<file path="config.mk">
export PLATFORM = sky130hd
export DESIGN_NAME = sarb_ram
export DESIGN_NICKNAME = d
export VERILOG_FILES = /design/src/rtl/sarb_ram.sv
export SDC_FILE = /design/constraint.sdc
export NUM_CORES = 1
export LEC_CHECK = 0
export BUFFER_PORTS_ARGS = -buffer_cell sky130_fd_sc_hd__buf_2
export CORE_MARGIN = 2
export CORE_UTILIZATION = 34
export DETAILED_ROUTE_END_ITERATION = 6
export PLACE_DENSITY_LB_ADDON = 0.3
export SYNTH_ARGS = -nofsm -noshare
export SYNTH_HDL_FRONTEND = slang
export SYNTH_SLANG_ARGS = --single-unit
</file>
<file path="constraint.sdc">
create_clock -name clock -period 1.65 [get_ports clock]
set_input_delay 0.165 -clock clock [delete_from_list [all_inputs] [get_ports clock]]
set_output_delay 0.165 -clock clock [all_outputs]
set_load 0.01 [all_outputs]
</file>
<file path="src/rtl/sarb_ram.sv">
// Generic single-write, single-read synchronous RAM, registered read.
// No dependencies.
`default_nettype none
module sarb_ram #(
   parameter int WIDTH = 8,
   parameter int DEPTH = 16
) (
   input  wire logic                     clock,
   input  wire logic                     wr_en,
   input  wire logic [$clog2(DEPTH)-1:0] wr_addr,
   input  wire logic [WIDTH-1:0]         wr_data,
   input  wire logic [$clog2(DEPTH)-1:0] rd_addr,
   output logic [WIDTH-1:0]              rd_data
);
   logic [WIDTH-1:0] mem [DEPTH];

   always_ff @(posedge clock) begin
      if (wr_en) begin
         mem[wr_addr] <= wr_data;
      end
      rd_data <= mem[rd_addr];
   end
endmodule
`default_nettype wire

</file>
# After elaboration in Yosys (flattened, before gate mapping)
# Memory sizes are Yosys's and may differ from the RTL's. A register that Yosys moved wholly into a read port is not among the register bits.
# Index checks and enable logic that the tools add are counted.
# classes
add_sub_neg	0
n_shift	0
n_eq_ne	0
mux	2
magnitude_cmp	0
reduce_logical	0
mul	0
bitwise_logic	0
div	0
# op_table
op	n
1-bit 2-to-1 mux	2
# word_totals
output_inout_bits	8
ff_bits	0
in_bits	18
mem_count	1
romBits	0
latchBits	0
ram_bits	128
wordCells	3
# memory_table
memory	words	word_bits	read_ports	rd_ports_with_merged_regs	write_ports	line_no	source
mem	16	8	1	1	1	15	logic [WIDTH-1:0] mem [DEPTH];

# Depth between registers and ports, before layout
# Gate-level depths: netlist of the first run.
# depth
ltp_word	2
depth_mapped	5
ltp_nobuf	3

# Worst setup path before layout of the first run
# No wires, ideal clock.
# synth_path
kind	input to register
from	in wr_addr[2]
to	mem mem[0][0] (enable)
slack_ns	-0.008
arrival_time_ns	1.275
setup_time_ns	0.383
n_path_buf	0
stages	2
required_ns	1.267
path_cell_list	or3b_2 -> nor3_1
# synth_lines
item	line_no	source
start: declaration	10	input wire logic [$clog2(DEPTH)-1:0] wr_addr,
end: declaration	15	
# No word-level cell before the write port.

==> metrics.log, run 1 <==
INFO  metric run_status = completed
INFO  metric synth_simple_gate_area_share = 3.18%
INFO  metric finalSetupViolCount = 0
INFO  metric die_x = 127 um
INFO  metric data_required_time_at_the_worst_endpoint = 1950 ps
INFO  metric total_switching_power = 1650 uW
INFO  metric critPathKind = reg -> reg
INFO  metric htree_levels = 4
INFO  metric cp_max_fo = 1
INFO  metric mappedNetlistArea = 5150 um2
INFO  metric synth_adder_area_share = 0%
INFO  metric final-max-slew-violation-count = 0
INFO  metric fillCellCount = 1297
INFO  metric clkLatencyLatePin = 420 ps
INFO  metric crit_family = multiplexers
INFO  metric initial_utilization = 35.2%
INFO  metric worstPathArrival = 1690 ps
INFO  metric finalHoldWorstSlack = 132 ps
INFO  metric worst_hold_path_type = in -> reg
INFO  metric synth_top_family_by_area = multiplexers
INFO  metric ioPinCount = 26
INFO  metric ant_nets_after_route = 0
INFO  metric cell_internal_pwr = 6250 uW
INFO  metric p_per_area = 1260 nW/um2
INFO  metric min_delay_path_depth = 1
INFO  metric worstMarginPinSlew = 831 ps
INFO  metric routed_wl = 10.7 mm
INFO  metric largest_stage_delay_worst_path = 490 ps
INFO  metric rsz0062_at_grt = no
INFO  metric netlist_cell_types = 19
INFO  metric fraction_of_synthesized_area_in_multiplexers = 15.0%
INFO  metric synth.net_count = 247
INFO  metric post_synth_main_area_contributors = sky130_fd_sc_hd__edfxtp_1 (75%), sky130_fd_sc_hd__mux4_2 (7.9%), sky130_fd_sc_hd__mux4_1 (7.1%)
INFO  metric max_freq = 719 MHz
INFO  metric cts-root-buf = sky130_fd_sc_hd__clkbuf_16
INFO  metric crit_path_top_delay_cell = sky130_fd_sc_hd__mux4_1
INFO  metric cts.sinks = 136
INFO  metric final.setup.tns = 0 ps
INFO  metric final_period_minus_worst_setup_slack = 1390 ps
INFO  metric syn_avg_cell_area = 22.5 um2
INFO  metric core_area = 14600 um2
INFO  metric synth_xor_area_share = 0%
INFO  metric post-dp-hpwl = 6.89 mm
INFO  metric grt_first_pass_wirelength = 16.3 mm
INFO  metric numCtsBuffers = 17
INFO  metric final.period_utilization = 84.3%
INFO  metric r2r_start = mem[0][3]$_DFFE_PP_
INFO  metric finClkSkew = 8.11 ps
INFO  metric drc = 0
INFO  metric dr.pass1.iters = 6
INFO  metric grt_antenna_before_repair = 0
INFO  metric netSwitchingFraction = 20.9%
INFO  metric final_nets = 310
INFO  metric max_cap_viol_count = 0
INFO  metric end_kind = flip-flop
INFO  metric netlist.top_cell.by_area = sky130_fd_sc_hd__edfxtp_1
INFO  metric areaGrowthSynthToFinish = 21.3%
INFO  metric clockBufferDepth = 2
INFO  metric worst-r2r-cell-count = 3
INFO  metric die_area = 16100 um2
INFO  metric static-leakage-power = 0.00213 uW
INFO  metric timing.max_slew.rel_slack = 44.5%
INFO  metric start_kind = flip-flop
INFO  metric worstHoldEndpoint = mem[14][0]$_DFFE_PP_
INFO  metric vdd_ir_drop_max = 0.627 mV
INFO  metric ys_seq_elements = 136
INFO  metric number_of_global_route_vias_before_repair = 2635
INFO  metric syn_inst = 229
INFO  metric hold_viol_final = 0
INFO  metric post_cts_hold_buffer_count = 0
INFO  metric seq_power_share = 49.2%
INFO  metric largest_net_degree_at_the_start_of_global_routing = 33
INFO  metric vias = 2464
INFO  metric synth-seq-area-share = 77.8%
INFO  metric share_clk_of_total_power = 46.0%
INFO  metric worst-r2r-setup-slack = 260 ps
INFO  metric worst-path-buf-inv = 0
INFO  metric post_cts.resized_instances = 0
INFO  metric std_cell_rows = 44
INFO  metric drt-initial-drc-count = 216
INFO  metric synthesis.yosys.warnings = 0
INFO  metric crit_path_cell_trace = mux4_1, a22oi_1, nand2_1
INFO  metric post-cts-setup-buffers = 0
INFO  metric clk_pin_slew = 60 ps
INFO  metric wl_per_cell = 21.8 um
INFO  metric die_height = 127 um
INFO  metric cts_tree = yes
INFO  metric synth_top_area_share = 74.7%
INFO  metric place.port_buffers = 25
INFO  metric globalRouteOverflowTotal = 0
INFO  metric globalRouteTotalUtil = 14.4%
INFO  metric insertedDiodeCount = 0
INFO  metric hold_path.startpoint = wr_data[0]
INFO  metric via_per_inst = 5.04
INFO  metric crit-reg2reg-capture = rd_data[3]$_DFF_P_
INFO  metric drive_above_1_share = 34.4%
INFO  metric synth_compound_area_share = 2.33%
INFO  metric combPwrFrac = 4.8%
INFO  metric gp_congestion = 0.734
[through the flow]
stage / cell area [um2] / worst slack [ps] / utilization [%] / total power [uW] / cells
after CTS: 6240 / 265 / 42.6 / 7980 / 489
after floorplan: 5150 / 219 / - / 4160 / 229
after global routing: 6240 / 204 / 42.6 / 8190 / 489
after global placement: 5660 / 23.9 / 38.7 / 4340 / 457
final: 6240 / 260 / 42.6 / 7900 / 489
after detailed placement: 5660 / 23.4 / 38.7 / 4350 / 457
[worst max-delay path by stage]
stage | startpoint | end | slack [ps] | cells past startpoint
floorplan | wr_addr[2] | mem[3][0]$_DFFE_PP_ | 220 | 2
global placement | rd_addr[0] | rd_data[2]$_DFF_P_ | 20 | 5
detailed placement | rd_addr[0] | rd_data[2]$_DFF_P_ | 20 | 5
CTS | mem[0][3]$_DFFE_PP_ | rd_data[3]$_DFF_P_ | 260 | 3
global route | mem[0][3]$_DFFE_PP_ | rd_data[3]$_DFF_P_ | 200 | 3
finish | mem[0][3]$_DFFE_PP_ | rd_data[3]$_DFF_P_ | 260 | 3
[state kept, by name, indices dropped and copies added, names as in the netlist]
register  cells
rd_data       8
mem         128
[placed cells by master, fill, tap and decap left out]
master	Yosys	final
sky130_fd_sc_hd__nand3_1	1	1
sky130_fd_sc_hd__clkbuf_16	0	17
sky130_fd_sc_hd__nor2b_1	1	1
sky130_fd_sc_hd__a22oi_1	16	16
sky130_fd_sc_hd__edfxtp_1	128	128
sky130_fd_sc_hd__nor3_1	4	3
sky130_fd_sc_hd__or3b_2	1	1
sky130_fd_sc_hd__bufinv_16	0	2
sky130_fd_sc_hd__clkinv_2	0	3
sky130_fd_sc_hd__nor3_2	0	1
sky130_fd_sc_hd__inv_8	0	1
sky130_fd_sc_hd__clkinv_4	0	2
sky130_fd_sc_hd__and2_1	1	1
sky130_fd_sc_hd__nand3b_1	2	2
sky130_fd_sc_hd__clkinv_1	0	1
sky130_fd_sc_hd__buf_4	1	27
sky130_fd_sc_hd__nand2_1	9	9
sky130_fd_sc_hd__buf_12	0	2
sky130_fd_sc_hd__and2b_1	1	1
sky130_fd_sc_hd__dfxtp_1	8	8
sky130_fd_sc_hd__inv_6	0	1
sky130_fd_sc_hd__mux4_1	14	14
sky130_fd_sc_hd__nand2b_1	2	2
sky130_fd_sc_hd__nor2_1	13	13
sky130_fd_sc_hd__buf_2	3	25
sky130_fd_sc_hd__clkinvlp_4	0	5
sky130_fd_sc_hd__mux4_2	18	18
[area by class of cell]
| type | instances | area (um2) | share of cell area (%) |
|---|---|---|---|
| Clock buffer | 17 | 425 | 6.81 |
| Clock inverter | 15 | 154 | 2.46 |
| Multi-Input combinational cell | 83 | 1060 | 17.0 |
| Sequential cell | 136 | 4000 | 64.1 |
| Tap cell | 184 | 230 | 3.69 |
| Timing Repair Buffer | 54 | 368 | 5.89 |
[power groups by stage]
stage                     clock [uW]  combinational [uW]  sequential (uW)
after floorplan                    0                 196             3960
after global placement             0                 380             3960
after detailed placement           0                 385             3960
after CTS                       3710                 386             3890
after global routing            3880                 414             3890
final                           3630                 377             3890
[cells in the mapped netlist]
cell type                         number
sky130_fd_sc_hd__a22oi_1              16
sky130_fd_sc_hd__and2_1                1
sky130_fd_sc_hd__mux4_1               14
sky130_fd_sc_hd__buf_2                 3
sky130_fd_sc_hd__or3b_2                1
sky130_fd_sc_hd__nor2b_1               1
sky130_fd_sc_hd__mux4_2               18
sky130_fd_sc_hd__nor3_1                4
sky130_fd_sc_hd__nand2b_1              2
sky130_fd_sc_hd__and2b_1               1
sky130_fd_sc_hd__buf_6                 3
sky130_fd_sc_hd__buf_4                 1
sky130_fd_sc_hd__nand3_1               1
sky130_fd_sc_hd__edfxtp_1            128
sky130_fd_sc_hd__nor2_1               13
sky130_fd_sc_hd__clkdlybuf4s25_2       3
sky130_fd_sc_hd__nand2_1               9
sky130_fd_sc_hd__nand3b_1              2
sky130_fd_sc_hd__dfxtp_1               8
[worst register-to-register path: stages (launching register included)]
cell,delay (ps)
sky130_fd_sc_hd__edfxtp_1,370
sky130_fd_sc_hd__mux4_1,490
sky130_fd_sc_hd__a22oi_1,320
sky130_fd_sc_hd__nand2_1,90
[layer usage]
metal / global-route usage, % / vias up / share of wire (%)
met2: 21.9 / 58 / 47
li1: - / 1103 / -
met1: 20.0 / 1286 / 47
met5: 0 / - / 0
met4: 6.01 / 0 / 1.9
met3: 3.77 / 17 / 3.9
[cell families after synthesis]
family / count (synthesis)
AO/OA/AOI/OAI: 16
multiplexers: 32
flip-flops: 136
AND/OR/NAND/NOR: 35
buffers and inverters: 10
Note: power is estimated with default switching activity, not from simulation.
==> run 2: changes to the inputs <==
==> constraint.sdc (replaced) <==
create_clock -name clock -period 1.3 [get_ports clock]
set_input_delay 0.13 -clock clock [delete_from_list [all_inputs] [get_ports clock]]
set_output_delay 0.13 -clock clock [all_outputs]
set_load 0.01 [all_outputs]
==> metrics.log, run 2 (synthesized netlist as in run 1, its figures left out) <==
INFO  metric timing.max_slew.rel_slack = 34.3% (was 44.5%)
INFO  metric die_x = 127 um (unchanged)
INFO  metric post_layout_nonfiller_instances = 492 (was 489)
INFO  metric layout_common_cells = sky130_fd_sc_hd__edfxtp_1 (128), sky130_fd_sc_hd__buf_4 (27), sky130_fd_sc_hd__buf_2 (25) (unchanged)
INFO  metric final.setup.tns = 0 ps (unchanged)
INFO  metric clkLatencyLatePin = 410 ps (was 420 ps)
INFO  metric grt_first_pass_wirelength = 15.7 mm (was 16.3 mm)
INFO  metric std_cell_rows = 44 (unchanged)
INFO  metric final.period_utilization = 98.3% (was 84.3%)
INFO  metric worst_hold_path_type = in -> reg (unchanged)
INFO  metric vias = 2474 (was 2464)
INFO  metric post-dp-hpwl = 6.75 mm (was 6.89 mm)
INFO  metric layout.cell_area.non_filler = 6330 um2 (was 6240 um2)
INFO  metric via_per_inst = 5.03 (was 5.04)
INFO  metric ant_nets_after_route = 0 (unchanged)
INFO  metric globalRouteOverflowTotal = 0 (unchanged)
INFO  metric worstMarginPinSlew = 983 ps (was 831 ps)
INFO  metric dr.pass1.iters = 6 (unchanged)
INFO  metric static-leakage-power = 0.00214 uW (was 0.00213 uW)
INFO  metric hold_path.startpoint = wr_data[0] (unchanged)
INFO  metric areaGrowthSynthToFinish = 23.1% (was 21.3%)
INFO  metric final_nets = 311 (was 310)
INFO  metric cp_max_fo = 1 (unchanged)
INFO  metric post_cts_hold_buffer_count = 0 (unchanged)
INFO  metric total_power = 10300 uW (was 7900 uW)
INFO  metric rsz0062_at_grt = no (unchanged)
INFO  metric drt-initial-drc-count = 162 (was 216)
INFO  metric multi_input_comb_area = 1100 um2 (was 1060 um2)
INFO  metric end_kind = flip-flop (unchanged)
INFO  metric clockBufferDepth = 2 (unchanged)
INFO  metric run_status = completed (unchanged)
INFO  metric number_of_global_route_vias_before_repair = 2576 (was 2635)
INFO  metric worst-path-buf-inv = 0 (unchanged)
INFO  metric r2r_start = mem[8][7]$_DFFE_PP_ (was mem[0][3]$_DFFE_PP_)
INFO  metric crit_path_cell_trace = mux4_2, a22oi_2, nand2_1 (was mux4_1, a22oi_1, nand2_1)
INFO  metric final-max-slew-violation-count = 0 (unchanged)
INFO  metric p_per_area = 1630 nW/um2 (was 1260 nW/um2)
INFO  metric grt_antenna_before_repair = 2 (was 0)
INFO  metric final_period_minus_worst_setup_slack = 1280 ps (was 1390 ps)
INFO  metric regMostFlops = mem (unchanged)
INFO  metric critical_path.startpoint = mem[8][7]$_DFFE_PP_ (was mem[0][3]$_DFFE_PP_)
INFO  metric crit_family = multiplexers (unchanged)
INFO  metric cts.sinks = 136 (unchanged)
INFO  metric drive_above_1_share = 38.6% (was 34.4%)
INFO  metric vdd_ir_drop_max = 1.04 mV (was 0.627 mV)
INFO  metric reg_top3 = mem: 128 flops, rd_data: 8 flops (unchanged)
INFO  metric start_kind = flip-flop (unchanged)
INFO  metric die_height = 127 um (unchanged)
INFO  metric htree_levels = 4 (unchanged)
INFO  metric globalRouteTotalUtil = 13.7% (was 14.4%)
INFO  metric hold_viol_final = 0 (unchanged)
INFO  metric place.detailed.instances = 459 (was 457)
INFO  metric cts_tree = yes (unchanged)
INFO  metric core_area = 14600 um2 (unchanged)
INFO  metric max_freq = 783 MHz (was 719 MHz)
INFO  metric post-cts-setup-buffers = 0 (unchanged)
INFO  metric numCtsBuffers = 17 (unchanged)
INFO  metric ioPinCount = 26 (unchanged)
INFO  metric critPathKind = reg -> reg (unchanged)
INFO  metric drc = 0 (unchanged)
INFO  metric die_area = 16100 um2 (unchanged)
INFO  metric final.setup.worst_slack = 22.6 ps (was 260 ps)
INFO  metric final-seq-area = 4000 um2 (unchanged)
INFO  metric place.port_buffers = 25 (unchanged)
INFO  metric fillCellCount = 1281 (was 1297)
INFO  metric crit_path_top_delay_cell = sky130_fd_sc_hd__mux4_2 (was sky130_fd_sc_hd__mux4_1)
INFO  metric initial_utilization = 35.2% (unchanged)
INFO  metric finalSetupViolCount = 0 (unchanged)
INFO  metric largest_register_ff_count = 128 (unchanged)
INFO  metric worstPathArrival = 1570 ps (was 1690 ps)
INFO  metric finClkSkew = 4.95 ps (was 8.11 ps)
INFO  metric worst-r2r-setup-slack = 20 ps (was 260 ps)
INFO  metric cts-root-buf = sky130_fd_sc_hd__clkbuf_16 (unchanged)
INFO  metric data_required_time_at_the_worst_endpoint = 1600 ps (was 1950 ps)
INFO  metric max_cap_viol_count = 0 (unchanged)
INFO  metric most_common_cell_after_layout_fill_and_taps_aside = sky130_fd_sc_hd__edfxtp_1 (unchanged)
INFO  metric pre_cts_slack = -352 ps (was 23.4 ps)
INFO  metric clk_pin_slew = 60 ps (about the same)
INFO  metric wl_per_cell = 20.8 um (was 21.8 um)
INFO  metric gp_congestion = 0.707 (was 0.734)
INFO  metric area_of_placed_instances = 5700 um2 (was 5660 um2)
INFO  metric largest_net_degree_at_the_start_of_global_routing = 26 (was 33)
INFO  metric largest_stage_delay_worst_path = 480 ps (was 490 ps)
INFO  metric routed_wl = 10.2 mm (was 10.7 mm)
==> run 2: changes by cell type in the layout (fill, tap and decap cells not counted), moves of 2 or more <==
cell / before / now
sky130_fd_sc_hd__bufinv_16: 2 / 4
sky130_fd_sc_hd__mux4_1: 14 / 9
sky130_fd_sc_hd__nor3_2: 1 / 3
sky130_fd_sc_hd__diode_2: 0 / 2
sky130_fd_sc_hd__a22oi_2: 0 / 10
sky130_fd_sc_hd__clkinvlp_4: 5 / 1
sky130_fd_sc_hd__clkbuf_1: 0 / 3
sky130_fd_sc_hd__clkinv_4: 2 / 0
sky130_fd_sc_hd__nor3_1: 3 / 1
sky130_fd_sc_hd__mux4_2: 18 / 23
sky130_fd_sc_hd__a22oi_1: 16 / 6
sky130_fd_sc_hd__clkinv_1: 1 / 3
==> run 2: area by class of cell <==
type | instances | area share (%)
Tap cell | 184 | 3.63
Clock inverter | 11 | 2.43
Sequential cell | 136 | 63.2
Timing Repair Buffer | 55 | 6.12
Clock buffer | 21 | 7.11
Multi-Input combinational cell | 83 | 17.4
Antenna cell | 2 | 0.0790
==> run 2: worst reg2reg max path: cells and delay by family, from the launching register on <==
family,cells,cell delay (ps)
AO/OA/AOI/OAI,1,250
AND/OR/NAND/NOR,1,70
multiplexers,1,480
flip-flops,1,370
==> run 2: final timing paths <==
kind,end,cells past startpoint
setup / recovery,rd_data[7]$_DFF_P_,3
hold / removal,mem[8][0]$_DFFE_PP_,1
setup reg to reg,rd_data[7]$_DFF_P_,3
hold reg to reg,rd_data[1]$_DFF_P_,3
==> run 2: repair_timing <==
action / in CTS / in global routing
setup endpoints to repair: 5 / 6
hold endpoints to repair: 0 / 0
pin swaps: 2 / 3
resized for setup: 6 / 9
==> run 2: layer usage <==
metal	share of wire (%)	track usage (%)	up-vias
met5	0	0	-
met4	0.92	4.46	0
met3	5.5	5.57	7
met2	49	21.6	63
met1	45	17.5	1307
li1	-	-	1097
==> run 2: through the flow <==
stage	hold WS [ps]	util (%)
after CTS	91.5	43.2
after floorplan	229	-
after global routing	108	43.2
after global placement	523	38.9
after detailed placement	527	38.9
final	103	43.3
==> run 2: power breakdown <==
part	total, uW	internal [uW]	switching (uW)
Combinational	519	234	286
Clock	4880	3230	1660
Sequential	4930	4900	29.6
Total	10300	8360	1970
